`src/rtl/hmqp_mod_adder.sv`:
```
// Modular adder: (a + b + cin) mod MODULUS for operands below MODULUS.
module hmqp_mod_adder #(
    parameter int MODULUS = 251,
    parameter int W       = 8
) (
    input  logic [W-1:0] a,
    input  logic [W-1:0] b,
    input  logic         cin,
    output logic [W-1:0] sum
);
    localparam logic [W:0] MOD_V = (W+1)'(MODULUS);

    logic [W:0] raw;
    logic [W:0] reduced;

    // Both operands are below the modulus, so one conditional subtract suffices.
    assign raw     = {1'b0, a} + {1'b0, b} + {{W{1'b0}}, cin};
    assign reduced = (raw >= MOD_V) ? (raw - MOD_V) : raw;
    assign sum     = reduced[W-1:0];

endmodule

```
`config.mk`:
```
export PLATFORM = sky130hd
export DESIGN_NAME = hmqp_mod_adder
export DESIGN_NICKNAME = d
export VERILOG_FILES = /design/src/rtl/hmqp_mod_adder.sv
export SDC_FILE = /design/constraint.sdc
export NUM_CORES = 1
export LEC_CHECK = 0
export ABC_CLOCK_PERIOD_IN_PS = 8800
export BUFFER_PORTS_ARGS = -buffer_cell sky130_fd_sc_hd__buf_2
export CAP_MARGIN = 20
export CORE_AREA = 2 2 44 46
export DETAILED_ROUTE_END_ITERATION = 16
export DIE_AREA = 0 0 46 48
export PLACE_DENSITY = 0.68
export SYNTH_ARGS = -nofsm -noshare
export SYNTH_HDL_FRONTEND = slang
export SYNTH_SLANG_ARGS = --single-unit
```
`constraint.sdc`:
```
create_clock -name vclk -period 8.8
set_clock_uncertainty 0.2 [all_clocks]
set_input_delay 1.32 -clock vclk [all_inputs]
set_output_delay 1.32 -clock vclk [all_outputs]
set_load 0.02 [all_outputs]
```
# After elaboration in Yosys (flattened, before gate mapping)
# Index checks and enable logic that the tools add are counted.
[word_totals]
in_bits = 17
ff_bits = 0
[op_classes]
n_mux = 1
add_sub_neg = 3
order_cmp = 1
[ops]
columns = ["operator", "n"]
rows = [
  ["adder 8 x 8 -> 9 bit", 1],
  ["adder 9 x 1 -> 9 bit", 1],
  [">= comparator 9 x 8 -> 1 bit (second input constant)", 1],
  ["two-way mux 8 bit", 1],
  ["subtractor 8 bit (second input constant)", 1],
]

# Depth between registers and ports, before layout
[depth]
depth_word = 4
mapped_depth = 10
ltp_nobuf = 10

# Worst setup path after synthesis
# Ideal clock, no wire load.
[synth_path]
path_type = "input to output"
startpoint = "input a[0]"
endpoint = "output sum[2]"
cell_stages = 9
required_ns = 7.280
arrival_time_ns = 3.704
slack_ns = 3.576
cell_sequence = "fa_1 inv_1 fa_1 and2b_1 o22a_1 xor2_2 nor3b_2 nand3_1 a311oi_1"
[synth_between]
elab_chain_len = 4
elab_cells_between_ends = 5
cone_classes = "add/sub (3); order compare (1); mux (1)"
[synth_rtl]
columns = ["element", "line", "source"]
rows = [
  ["start: declaration", "6", "input logic [W-1:0] a,"],
  ["adder 8 x 8 -> 9 bit *", "17", "assign raw = {1'b0, a} + {1'b0, b} + {{W{1'b0}}, cin};"],
  ["adder 9 x 1 -> 9 bit *", "17", ""],
  ["subtractor 8 bit or >= comparator 9 x 8 -> 1 bit (tied branches)", "18", "assign reduced = (raw >= MOD_V) ? (raw - MOD_V) : raw;"],
  ["two-way mux 8 bit *", "18", ""],
  ["end: declaration", "9", "output logic [W-1:0] sum"],
]
# Every way passes the cells marked *; elsewhere a longest branch is shown, timed or not.

# Worst setup path after layout
[layout_path]
startpoint = "input a[0]"
endpoint = "output sum[1]"
# Same word-level chain as after synthesis.

==> impl_results.rst <==
.. list-table::
   :header-rows: 1

   * - Metric
     - Value
   * - Net switching power of the design
     - between 60 and 70 uW
   * - Simple-gate share of the synthesized area
     - 0.2565
   * - Compound-gate portion of the synthesized area
     - 0.3795
   * - Class of the worst hold path
     - in -> out
   * - Post-Route Hold Slack
     - between 2 and 3 ns
   * - Via total after detailed routing
     - ~830
   * - Setup Slack @ Placement
     - roughly 3.3 ns
   * - Placeable core area
     - approximately 1700 um^2
   * - Worst-Margin Slew
     - between 0.4 and 0.5 ns
   * - Part of the total power dissipated in combinational logic
     - 1.000
   * - Warnings from Yosys
     - 0
   * - Worst setup EP type
     - output pin
   * - DIE AREA
     - roughly 2200 um^2
   * - Endpoints failing setup
     - 0
   * - Final Routed Wirelength
     - between 1.5 and 2 mm
   * - Starting Density
     - 0.4274
   * - Initial antenna violation count
     - 0
   * - Gate count of the mapped netlist
     - 92
   * - Top cells by count, synth
     - sky130_fd_sc_hd__ha_1 (8), sky130_fd_sc_hd__nor2_1 (7)
   * - Startpoint-to-endpoint class of the critical path
     - in -> out
   * - F_max
     - 0.1798 GHz
   * - GRT Resource Usage Total
     - 0.1696
   * - Placed wire-length estimate
     - 1.484 mm
   * - Input/output buffers
     - 25
   * - Dominant cells by area after synthesis
     - sky130_fd_sc_hd__ha_1 (14%), sky130_fd_sc_hd__fa_1 (5.5%), sky130_fd_sc_hd__o211ai_1 (5.2%)
   * - Per-cell via count in the routed design
     - ~6.2
   * - Worst ir drop on vdd
     - ~0.071 mV
   * - Detailed-route DRC error count
     - 0
   * - Final number of hold-violating endpoints
     - 0
   * - Number of library cell types mapped by synthesis
     - 43
   * - Starting DRC count in detailed routing
     - 27
   * - Register area
     - 0 um^2
   * - Status
     - finished, final reports clean
   * - Clock period minus worst slack
     - about 5.6 ns
   * - Cell type contributing the most total cell area after synthesis
     - sky130_fd_sc_hd__ha_1
   * - Number of global-route vias before repair
     - about 740
   * - Net switching share of the total power
     - 0.6065
   * - Kind of launch point of the worst setup path
     - input port
   * - Worst setup path endpoint
     - sum[1]
   * - # clk buffers
     - 0
   * - Number of nets still failing antenna checks after routing
     - 0
   * - Design area
     - between 800 and 900 um^2
   * - Netlist Area Pre-Place
     - ~720 um^2
   * - Most frequent cell after synthesis
     - sky130_fd_sc_hd__ha_1
   * - Wire length of the first global-routing pass
     - approximately 2.9 mm
   * - Row Count
     - 15
   * - Mapped Nets
     - 119
   * - Largest net degree at the start of global routing
     - 9
   * - Main combinational cell family by area after synthesis
     - compound AO/OA/AOI/OAI gates
   * - Aggregate global routing overflow
     - 0
   * - Power Total
     - ~110 uW
   * - Beginning of the critical path
     - a[0]
   * - Placed cell area
     - about 860 um^2
   * - Number of inserted diodes
     - 0
   * - Final-report max-slew violation count
     - 0
   * - Hold buffer count at CTS
     - 0
   * - Die extent in y
     - around 48 um
   * - Setup TNS
     - 0 ns
   * - FFs & Latches
     - 0
   * - Cell internal power dissipation
     - approximately 42 uW
   * - Resize count post-CTS
     - 0
   * - Max-cap viol count
     - 0
   * - Avg Cell Area, Syn
     - between 7 and 8 um^2
   * - Fraction of final layout cells with drive strength greater than 1
     - 0.2845
   * - Xor/xnor share of the synthesized area
     - 0.09532
   * - Largest fanout on the critical path
     - 5
   * - Net count, final
     - roughly 150
   * - Data arrival time of the worst path
     - around 4 ns
   * - Tcrit/Tclk final
     - 0.6321
   * - Part of the total power dissipated in sequential elements
     - 0
   * - Seq/Total Area, Yosys
     - 0
   * - Detail-routed net length per standard cell
     - 13.35 um
   * - Ports
     - 25
   * - Final GP Congestion
     - ~0.80
   * - Fillers
     - 170
   * - Area fraction of the dominant cell type after synthesis
     - 0.1386
   * - Leak
     - around 0.00042 uW
   * - Relative area change from synthesis to final layout
     - 19.76%
   * - Router iterations before antenna repair
     - 4
   * - Post-synthesis adder-cell area fraction
     - 0.1941
   * - Pwr/cell area
     - around 120 nW/um^2
   * - Required time of the worst setup path
     - around 7.3 ns
   * - Rel. slew slack
     - 0.6897
   * - Minimum setup slack in the final design
     - approximately 3.2 ns
   * - Number of buffers inserted to repair setup after CTS
     - 0
   * - Die X
     - between 40 and 50 um
   * - Fraction of synthesized area in multiplexers
     - 0.04333
   * - Clock network power share
     - 0
   * - RSZ-0062 raised after global routing
     - false
kinds of logic (layout without fill, tap and decap cells):
family | after synthesis | count (layout)
AOI/OAI and AO/OA | 35 | 35
and+or+nand+nor | 31 | 31
adders and majority gates | 10 | 10
xor gates and xnor gates | 7 | 7
buffers and inverters | 6 | 30
muxes | 3 | 3
placed cells by master, fill, tap and decap left out, drive strengths merged:
cell type / count
and3b: 1
a211o: 1
nor2: 8
a211oi: 2
mux2: 1
nand4b: 1
nand3: 2
and4: 1
nand2: 5
or4b: 1
fa: 2
a21o: 4
and2b: 1
o2111ai: 2
nor3b: 1
buf: 25
or3: 3
o21a: 1
o211a: 3
a21oi: 5
nor2b: 1
a221oi: 1
xnor2: 3
nor3: 3
mux2i: 2
o311ai: 1
o22a: 1
xor2: 4
a311oi: 1
and3: 1
inv: 5
o21ai: 7
o211ai: 5
or2: 2
a31oi: 1
ha: 8
power by group through the flow:
stage	Combinational [uW]	Sequential [uW]	Clock, uW
2_1_floorplan	79.7	0	0
3_3_place_gp	106	0	0
3_5_place_dp	107	0	0
4_1_cts	107	0	0
5_1_grt	118	0	0
6_report	107	0	0
final cells by class:
| cell class | count | area, um^2 | share of cell area |
|---|---|---|---|
| Timing Repair Buffer | 25 | 125.1 | 0.1447 |
| Multi-Input combinational cell | 86 | 699.4 | 0.8090 |
| Tap cell | 17 | 21.27 | 0.02460 |
| Inverter | 5 | 18.77 | 0.02171 |
metal layers:
metal,global-route usage,part of all wire,vias to the layer above
met5,0,0,-
met4,0.06286,0.019,0
met3,0.007547,0.056,4
met2,0.3083,0.48,32
met1,0.2106,0.44,387
li1,-,-,408
how the worst min path moves through the flow:
stage | startpoint | endpoint | slack, ns | cells after the start
floorplan | cin | sum[0] | 2.80 | 2
global placement | cin | sum[0] | 2.97 | 4
detailed placement | cin | sum[0] | 2.96 | 4
CTS | cin | sum[0] | 2.96 | 4
global route | cin | sum[0] | 2.99 | 4
finish | cin | sum[0] | 2.96 | 4
worst max-delay path: stages:
cell and delay [ns]:
sky130_fd_sc_hd__buf_2 0.11, sky130_fd_sc_hd__fa_1 0.46, sky130_fd_sc_hd__inv_1 0.09, sky130_fd_sc_hd__fa_1 0.43
sky130_fd_sc_hd__inv_1 0.09, sky130_fd_sc_hd__ha_1 0.25, sky130_fd_sc_hd__nor3_1 0.10, sky130_fd_sc_hd__a211o_1 0.29
sky130_fd_sc_hd__a21o_1 0.20, sky130_fd_sc_hd__o21ai_1 0.21, sky130_fd_sc_hd__mux2_1 0.34, sky130_fd_sc_hd__buf_2 0.16
stage by stage:
step                        util  std cells
after global placement    0.5119        133
after detailed placement  0.5119        133
after CTS                 0.5119        133
final                     0.5119        133
after global routing      0.5119        133
after floorplan                -         92
Power figures use the tool's default switching activity.
